===== src/design/srd_pkg.sv =====
// shared types and constants for the sensor response deframer
`default_nettype none

package srd_pkg;

  localparam int SRD_WIN_LEN     = 10;
  localparam int SRD_QUEUE_DEPTH = 4;
  localparam int SRD_PRESS_SHIFT = 13;
  localparam int SRD_PRESS_STEP  = 21;

  localparam logic [7:0] SRD_START_BYTE   = 8'hAA;
  localparam logic [7:0] SRD_END_BYTE     = 8'hFF;
  localparam logic [7:0] SRD_PRESSURE_CMD = 8'hA1;

  localparam logic SRD_STATUS_OK       = 1'b0;
  localparam logic SRD_STATUS_CHK_FAIL = 1'b1;

  // one framed word handed from the front to the back
  typedef struct packed {
    logic        status;
    logic [7:0]  cmd;
    logic [7:0]  addr;
    logic        neg;
    logic [23:0] mag;
  } srd_frame_t;

  typedef struct packed {
    logic empty;
    logic full;
  } srd_queue_status_t;

  typedef struct packed {
    logic push;
  } srd_front_status_t;

endpackage

`default_nettype wire


===== src/design/sensor_response_deframer.sv =====
// top level of the sensor response deframer
//
// Input channel: one received byte per word on rx_byte, taken when push is
// high and full is low. Result channel: one word per detected frame, shown
// while empty is low and taken when pop is high. A frame is ten bytes from
// 0xAA to 0xFF; a good checksum gives status 0 with command, address and
// signed reading, a bad one gives status 1 with the held pressure.
// Pressure is refreshed by good frames with command 0xA1 using cfg_data,
// the zero-point reading, written with cfg_we. The user must write it only
// while the block is idle; the block itself does not enforce this.
// Throughput: one byte per cycle while full is low. The byte window, frame
// compare and six-byte sum are evaluated in the cycle a byte is taken.
// A frame is written into the queue by the edge that takes its end byte;
// the output register loads the queue head while empty or being popped.
// When pop stays low, frames collect in the queue; full rises once the
// queue holds QUEUE_DEPTH frames and stays high until one is popped.
// Reset clears the window, the queue, the output valid flag, the held
// pressure and the zero-point register.
`default_nettype none

module sensor_response_deframer
  import srd_pkg::*;
#(
  parameter int QUEUE_DEPTH = SRD_QUEUE_DEPTH
) (
  input  wire logic               clk,
  input  wire logic               rst,
  input  wire logic               push,
  output logic                    full,
  input  wire logic [7:0]         rx_byte,
  input  wire logic               cfg_we,
  input  wire logic signed [24:0] cfg_data,
  output logic                    empty,
  input  wire logic               pop,
  output logic                    frame_status,
  output logic [7:0]              command_code,
  output logic [7:0]              device_address,
  output logic                    reading_negative,
  output logic signed [24:0]      reading,
  output logic signed [17:0]      pressure,
  output logic                    pressure_fresh
);

  logic signed [24:0] zero_offset;
  logic               accept;
  srd_frame_t         front_frame;
  srd_front_status_t  front_status;
  srd_frame_t         q_head;
  srd_queue_status_t  q_status;
  logic               q_take;

  always_ff @(posedge clk) begin
    if (rst) begin
      zero_offset <= '0;
    end else if (cfg_we) begin
      zero_offset <= cfg_data;
    end
  end

  assign full   = q_status.full;
  assign accept = push && !full;

  srd_front u_front (
    .clk          (clk),
    .rst          (rst),
    .accept       (accept),
    .rx_byte      (rx_byte),
    .frame        (front_frame),
    .front_status (front_status)
  );

  srd_queue #(
    .DEPTH (QUEUE_DEPTH)
  ) u_queue (
    .clk      (clk),
    .rst      (rst),
    .wr_en    (front_status.push),
    .wr_data  (front_frame),
    .rd_en    (q_take),
    .rd_data  (q_head),
    .q_status (q_status)
  );

  srd_back u_back (
    .clk              (clk),
    .rst              (rst),
    .head             (q_head),
    .head_valid       (!q_status.empty),
    .zero_offset      (zero_offset),
    .pop              (pop),
    .head_take        (q_take),
    .empty            (empty),
    .frame_status     (frame_status),
    .command_code     (command_code),
    .device_address   (device_address),
    .reading_negative (reading_negative),
    .reading          (reading),
    .pressure         (pressure),
    .pressure_fresh   (pressure_fresh)
  );

  a_reset_clears: assert property (@(posedge clk) rst |=> (empty && !full))
    else $error("output or queue not cleared by reset");

  a_push_has_room: assert property (@(posedge clk) disable iff (rst)
    front_status.push |-> !q_status.full)
    else $error("frame written into a full queue");

  a_take_has_word: assert property (@(posedge clk) disable iff (rst)
    q_take |-> !q_status.empty)
    else $error("frame taken from an empty queue");

  a_frame_ends_word: assert property (@(posedge clk) disable iff (rst)
    front_status.push |-> (accept && rx_byte == SRD_END_BYTE))
    else $error("frame found without an accepted end byte");

endmodule

`default_nettype wire


===== src/design/srd_front.sv =====
// front end: byte window, frame detection and checksum
`default_nettype none

module srd_front
  import srd_pkg::*;
(
  input  wire logic              clk,
  input  wire logic              rst,
  input  wire logic              accept,
  input  wire logic [7:0]        rx_byte,
  output srd_frame_t             frame,
  output srd_front_status_t      front_status
);

  logic [7:0]  window      [SRD_WIN_LEN];
  logic [7:0]  window_next [SRD_WIN_LEN];
  logic [15:0] sum;
  logic [15:0] chk;
  logic        found;
  logic        chk_ok;
  logic [7:0]  sign_byte;

  always_comb begin
    for (int i = 0; i < SRD_WIN_LEN - 1; i++) begin
      window_next[i] = window[i + 1];
    end
    window_next[SRD_WIN_LEN - 1] = rx_byte;
  end

  assign found = (window_next[0] == SRD_START_BYTE) &&
                 (window_next[SRD_WIN_LEN - 1] == SRD_END_BYTE);

  assign sum = 16'(window_next[1]) + 16'(window_next[2]) + 16'(window_next[3]) +
               16'(window_next[4]) + 16'(window_next[5]) + 16'(window_next[6]);
  assign chk    = {window_next[7], window_next[8]};
  assign chk_ok = (sum == chk);
  assign sign_byte = window_next[3];

  always_comb begin
    frame = '0;
    if (chk_ok) begin
      frame.status = SRD_STATUS_OK;
      frame.cmd    = window_next[1];
      frame.addr   = window_next[2];
      frame.neg    = (sign_byte == 8'd1);
      frame.mag    = {window_next[4], window_next[5], window_next[6]};
    end else begin
      frame.status = SRD_STATUS_CHK_FAIL;
    end
  end

  assign front_status.push = accept && found;

  always_ff @(posedge clk) begin
    if (rst) begin
      for (int i = 0; i < SRD_WIN_LEN; i++) begin
        window[i] <= '0;
      end
    end else if (accept) begin
      // a good frame is consumed, a bad one keeps sliding
      if (found && chk_ok) begin
        for (int i = 0; i < SRD_WIN_LEN; i++) begin
          window[i] <= '0;
        end
      end else begin
        for (int i = 0; i < SRD_WIN_LEN; i++) begin
          window[i] <= window_next[i];
        end
      end
    end
  end

endmodule

`default_nettype wire


===== src/design/srd_queue.sv =====
// short frame queue between front and back
`default_nettype none

module srd_queue
  import srd_pkg::*;
#(
  parameter int DEPTH = SRD_QUEUE_DEPTH
) (
  input  wire logic         clk,
  input  wire logic         rst,
  input  wire logic         wr_en,
  input  srd_frame_t        wr_data,
  input  wire logic         rd_en,
  output srd_frame_t        rd_data,
  output srd_queue_status_t q_status
);

  localparam int PTR_W = (DEPTH > 1) ? $clog2(DEPTH) : 1;
  localparam int CNT_W = $clog2(DEPTH + 1);

  srd_frame_t       mem [DEPTH];
  logic [PTR_W-1:0] wr_ptr;
  logic [PTR_W-1:0] rd_ptr;
  logic [CNT_W-1:0] count;

  assign q_status.empty = (count == '0);
  assign q_status.full  = (count == CNT_W'(DEPTH));
  assign rd_data        = mem[rd_ptr];

  always_ff @(posedge clk) begin
    if (wr_en) begin
      mem[wr_ptr] <= wr_data;
    end
  end

  always_ff @(posedge clk) begin
    if (rst) begin
      wr_ptr <= '0;
      rd_ptr <= '0;
      count  <= '0;
    end else begin
      if (wr_en) begin
        wr_ptr <= (wr_ptr == PTR_W'(DEPTH - 1)) ? '0 : wr_ptr + 1'b1;
      end
      if (rd_en) begin
        rd_ptr <= (rd_ptr == PTR_W'(DEPTH - 1)) ? '0 : rd_ptr + 1'b1;
      end
      if (wr_en && !rd_en) begin
        count <= count + 1'b1;
      end else if (rd_en && !wr_en) begin
        count <= count - 1'b1;
      end
    end
  end

endmodule

`default_nettype wire


===== src/design/srd_back.sv =====
// back end: reading, pressure and output register
`default_nettype none

module srd_back
  import srd_pkg::*;
(
  input  wire logic               clk,
  input  wire logic               rst,
  input  srd_frame_t              head,
  input  wire logic               head_valid,
  input  wire logic signed [24:0] zero_offset,
  input  wire logic               pop,
  output logic                    head_take,
  output logic                    empty,
  output logic                    frame_status,
  output logic [7:0]              command_code,
  output logic [7:0]              device_address,
  output logic                    reading_negative,
  output logic signed [24:0]      reading,
  output logic signed [17:0]      pressure,
  output logic                    pressure_fresh
);

  localparam int Q_W = 25 - SRD_PRESS_SHIFT;
  localparam logic signed [17:0] STEP = 18'(SRD_PRESS_STEP);

  logic                  out_valid;
  logic signed [17:0]    last_pressure;
  logic signed [24:0]    rd_val;
  logic signed [Q_W-1:0] rd_sh;
  logic signed [Q_W-1:0] zr_sh;
  logic signed [Q_W:0]   diff;
  logic signed [17:0]    diff_ext;
  logic signed [17:0]    press_new;
  logic                  fresh;

  assign rd_val = head.neg ? -$signed({1'b0, head.mag}) : $signed({1'b0, head.mag});
  assign rd_sh  = Q_W'(rd_val >>> SRD_PRESS_SHIFT);
  assign zr_sh  = Q_W'(zero_offset >>> SRD_PRESS_SHIFT);
  assign diff   = $signed({zr_sh[Q_W-1], zr_sh[Q_W-1:0]}) -
                  $signed({rd_sh[Q_W-1], rd_sh[Q_W-1:0]});
  assign diff_ext  = 18'(diff);
  assign press_new = diff_ext * STEP;
  assign fresh = (head.status == SRD_STATUS_OK) && (head.cmd == SRD_PRESSURE_CMD);

  assign head_take = head_valid && (!out_valid || pop);
  assign empty     = !out_valid;

  always_ff @(posedge clk) begin
    if (rst) begin
      out_valid     <= 1'b0;
      last_pressure <= '0;
    end else begin
      if (head_take) begin
        out_valid <= 1'b1;
        if (fresh) begin
          last_pressure <= press_new;
        end
      end else if (pop) begin
        out_valid <= 1'b0;
      end
    end
  end

  always_ff @(posedge clk) begin
    if (head_take) begin
      frame_status     <= head.status;
      command_code     <= head.cmd;
      device_address   <= head.addr;
      reading_negative <= head.neg;
      reading          <= rd_val;
      pressure         <= fresh ? press_new : last_pressure;
      pressure_fresh   <= fresh;
    end
  end

endmodule

`default_nettype wire

===== config.mk =====
export PLATFORM = sky130hd
export DESIGN_NAME = sensor_response_deframer
export DESIGN_NICKNAME = d
export VERILOG_FILES = /design/src/design/srd_pkg.sv /design/src/design/sensor_response_deframer.sv /design/src/design/srd_front.sv /design/src/design/srd_queue.sv /design/src/design/srd_back.sv
export SDC_FILE = /design/constraint.sdc
export NUM_CORES = 1
export LEC_CHECK = 0
export BUFFER_PORTS_ARGS = -buffer_cell sky130_fd_sc_hd__buf_2
export CORE_UTILIZATION = 35
export DETAILED_ROUTE_END_ITERATION = 10
export PLACE_DENSITY = 0.52
export SYNTH_ARGS = -nofsm -noshare
export SYNTH_HDL_FRONTEND = slang
export SYNTH_SLANG_ARGS = --single-unit

===== constraint.sdc =====
create_clock -name clk -period 9.6 [get_ports clk]
set_input_delay 2.4 -clock clk [delete_from_list [all_inputs] [get_ports clk]]
set_output_delay 2.4 -clock clk [all_outputs]
set_load 0.1 [all_outputs]

==> impl_metrics.ini <==
[yosys]
syn_avg_cell_area_sq_um = 13.50
yosysTopAreaCellShare = 0.5413
ys_ff_latch = 342
synth_ff_type = edfxtp_1
synth_fp_nets = 1387
synthArstFlopShare = 0
synth_edf_count = 302
yosysWarningCount = 0
ys_top_cells_by_area = edfxtp_1, mux4_2, ha_1, dfxtp_1, fa_1
synth.distinct_cells = 76
yosysSeqAreaShare = 0.5891
synthCells = 1241
synth.largest_area_cell = edfxtp_1
netlist_area_sq_um = 16750

[drt]
ant_nets = 0
num_vias = 9700
wl_mm = 35.91
firstDrtPassIters = 7
viasPerCell = 4.874
m1WireLength_mm = 16.96
wl_met2_mm = 16.94
dr.first_iter.drc_count = 597
maxUsedRoutingLayer = met4
remaining_drc_errors = 13
wl_per_cell_um = 18.05
met3_length_mm = 1.245

[worst_setup_path]
critPathSlowestCell = mux4_2
end_kind = register
crit_type = register to register
crit_path_start_kind = register
r2r_slack_ns = 0.72
cp_max_fo = 13
critical-path-top-delay-family = adder cells
cp.required_ns = 9.97
path_common_cell = o21ai_0
arrival_ns = 9.25
cp_num_buf_inv = 4
critPathMaxStageDelay_ns = 0.64

[grt]
track_usage = 0.1507
antenna_found_initial = 0
grt_pass1_vias = 9594
grt_start_max_net_pins = 73
grt_pass1_wl_mm = 55.50
gr-total-overflow = 0

[clock_network]
clk_pin_slew_worst_paths_ns = 0.06
cts_tree = yes
htreeDepth = 2
clock_latency_ns = 0.56
cts_setup_buffers = 0
clockBufferDepth = 3
clock_sinks = 342
hold_buffers = 0
cts-resized-gates = 0
cts_buffers = 39
clockRootBuffer = clkbuf_16

[placement]
dp_hpwl_mm = 24.39
gp_congestion = 0.7596
dpl_worst_slack_ns = 0.5128
portBuffers = 88

[power]
p_leak_nw = 7.890
swShare = 0.4176
vdd_drop_max_mv = 0.2025
clockPowerShare = 0.262
power_switching_mw = 2.458
intPower_mw = 3.427
pwr-share-seq = 0.339
powerDensity_nw_per_um2 = 305.1
p_comb_frac = 0.399

[die]
ioPinCount = 102
die_h_um = 220.8
core_sq_um = 46850
dieArea_sq_um = 48750
die_w_um = 220.8
rows = 79
initial_core_util = 0.3576

[timing]
post-route-period-util = 0.9250
hold_violations = 0
finClkSkew_ns = 0.01748
setup_ws_ns = 0.7203
max_freq_mhz = 112.6
layout_min_cycle_time_ns = 8.880
fin_setup_tns_ns = 0
relSlewSlack = 0.3371
setup_viol = 0
maxSlewViolCount = 0
tightest_slew_ns = 0.9944
rsz0062_at_grt = no

[cells_and_area]
drive_gt1_frac = 0.1764
num-nets-final = 1499
fillers = 4417
antenna_cells = 0
final_cell_mix = edfxtp_1, inv_1, and2_1
area_growth_pct = 15.13
layout_commonest_cell = edfxtp_1

[outcome]
outcome = finished with violations
violations = design-rule violations

[min_path]
worst_hold_path_type = register to register

[run]
maxCapViolCount = 0
==> worst register-to-register path, delay by kind of cell (launching register included) <==
kind	cells	cell delay (ns)
compound gates	14	2.68
simple gates	5	1.38
xor+xnor	2	0.38
mux	1	0.64
fa+ha+maj	7	2.73
flops	1	0.50
buf+inv	4	0.38
==> registers in the layout (all words and copies together) (netlist names), named ones only <==
signal,flops
u_queue.mem,168
u_front.window,72
u_back.reading,25
u_back.last_pressure,18
u_back.pressure,18
zero_offset,12
u_back.command_code,8
u_back.device_address,8
u_queue.count,3
u_queue.rd_ptr,2
u_queue.wr_ptr,2
u_back.frame_status,1
u_back.out_valid,1
u_back.pressure_fresh,1
u_back.reading_negative,1
==> area by class of cell <==
cell class,count,area (sq um),area share
clock buffer,49,1035,0.05364
clock inverter,22,285.3,0.01479
inverter,150,564.3,0.02925
multi-input combinational,711,6173,0.3200
sequential,342,9874,0.5119
tap,607,759.5,0.03937
timing repair buffer,109,598.1,0.03100
==> kinds of logic (layout without fill, tap and decap cells) <==
| group | Yosys count | after routing | share of synthesized area |
|---|---|---|---|
| adders and majority gates | 114 | 114 | 0.1014 |
| buffers and inverters | 188 | 330 | 0.04398 |
| AOI/OAI and AO/OA | 134 | 134 | 0.05399 |
| muxes | 65 | 65 | 0.06967 |
| and+or+nand+nor | 331 | 331 | 0.1069 |
| xor gates and xnor gates | 67 | 67 | 0.03502 |
| DFF | 342 | 342 | 0.5891 |
==> synth_stat cells (5+ instances only) <==
master	n
o31ai_1	12
nor2_1	66
nand4_1	6
buf_1	6
edfxtp_1	302
xnor2_1	53
a21o_1	11
ha_1	70
nor3_1	21
mux2i_1	21
nand2_1	66
and2_1	103
inv_1	148
clkbuf_1	25
or3_1	7
xor2_1	14
o211ai_1	5
o21ai_0	29
fa_1	38
and3_1	7
a21oi_1	36
dfxtp_1	40
mux4_2	41
nand3_1	8
nor4_1	10
nor2b_1	5
nand2b_1	7
==> power by group through the flow <==
stage,clock [mW],combinational (mW),sequential (mW)
global placement,0,2.37,2.03
detailed placement,0,2.38,2.03
finish,1.54,2.35,2.00
floorplan,0,1.04,2.94
CTS,1.58,2.39,2.00
global route,1.63,2.55,2.03
==> routing by layer <==
| layer | vias to the layer above | track usage |
|---|---|---|
| li1 | 4661 | - |
| met3 | 51 | 0.02241 |
| met2 | 157 | 0.2422 |
| met5 | - | 0 |
| met4 | 0 | 0.05000 |
| met1 | 4831 | 0.2085 |
==> path summary, 6_finish.rpt <==
check / cells after the start / startpoint / to
min: 2 / u_back.last_pressure[1] / u_back.last_pressure[1]
max: 33 / register / u_back.pressure[16]
min reg2reg: 2 / u_back.last_pressure[1] / u_back.last_pressure[1]
max reg2reg: 33 / register / u_back.pressure[16]
==> stage by stage <==
| step | instances | util | hold slack (ns) | area, sq um | power [mW] |
|---|---|---|---|---|---|
| after CTS | 1990 | 0.4117 | 0.4550 | 19290 | 5.973 |
| after floorplan | 1241 | - | 0.4366 | 16750 | 3.977 |
| after detailed placement | 1919 | 0.3835 | 0.4469 | 17970 | 4.410 |
| after global routing | 1990 | 0.4117 | 0.4702 | 19290 | 6.212 |
| after global placement | 1919 | 0.3835 | 0.4426 | 17970 | 4.404 |
| final | 1990 | 0.4117 | 0.4563 | 19290 | 5.885 |
No activity file was read; power rests on OpenSTA's default activity.
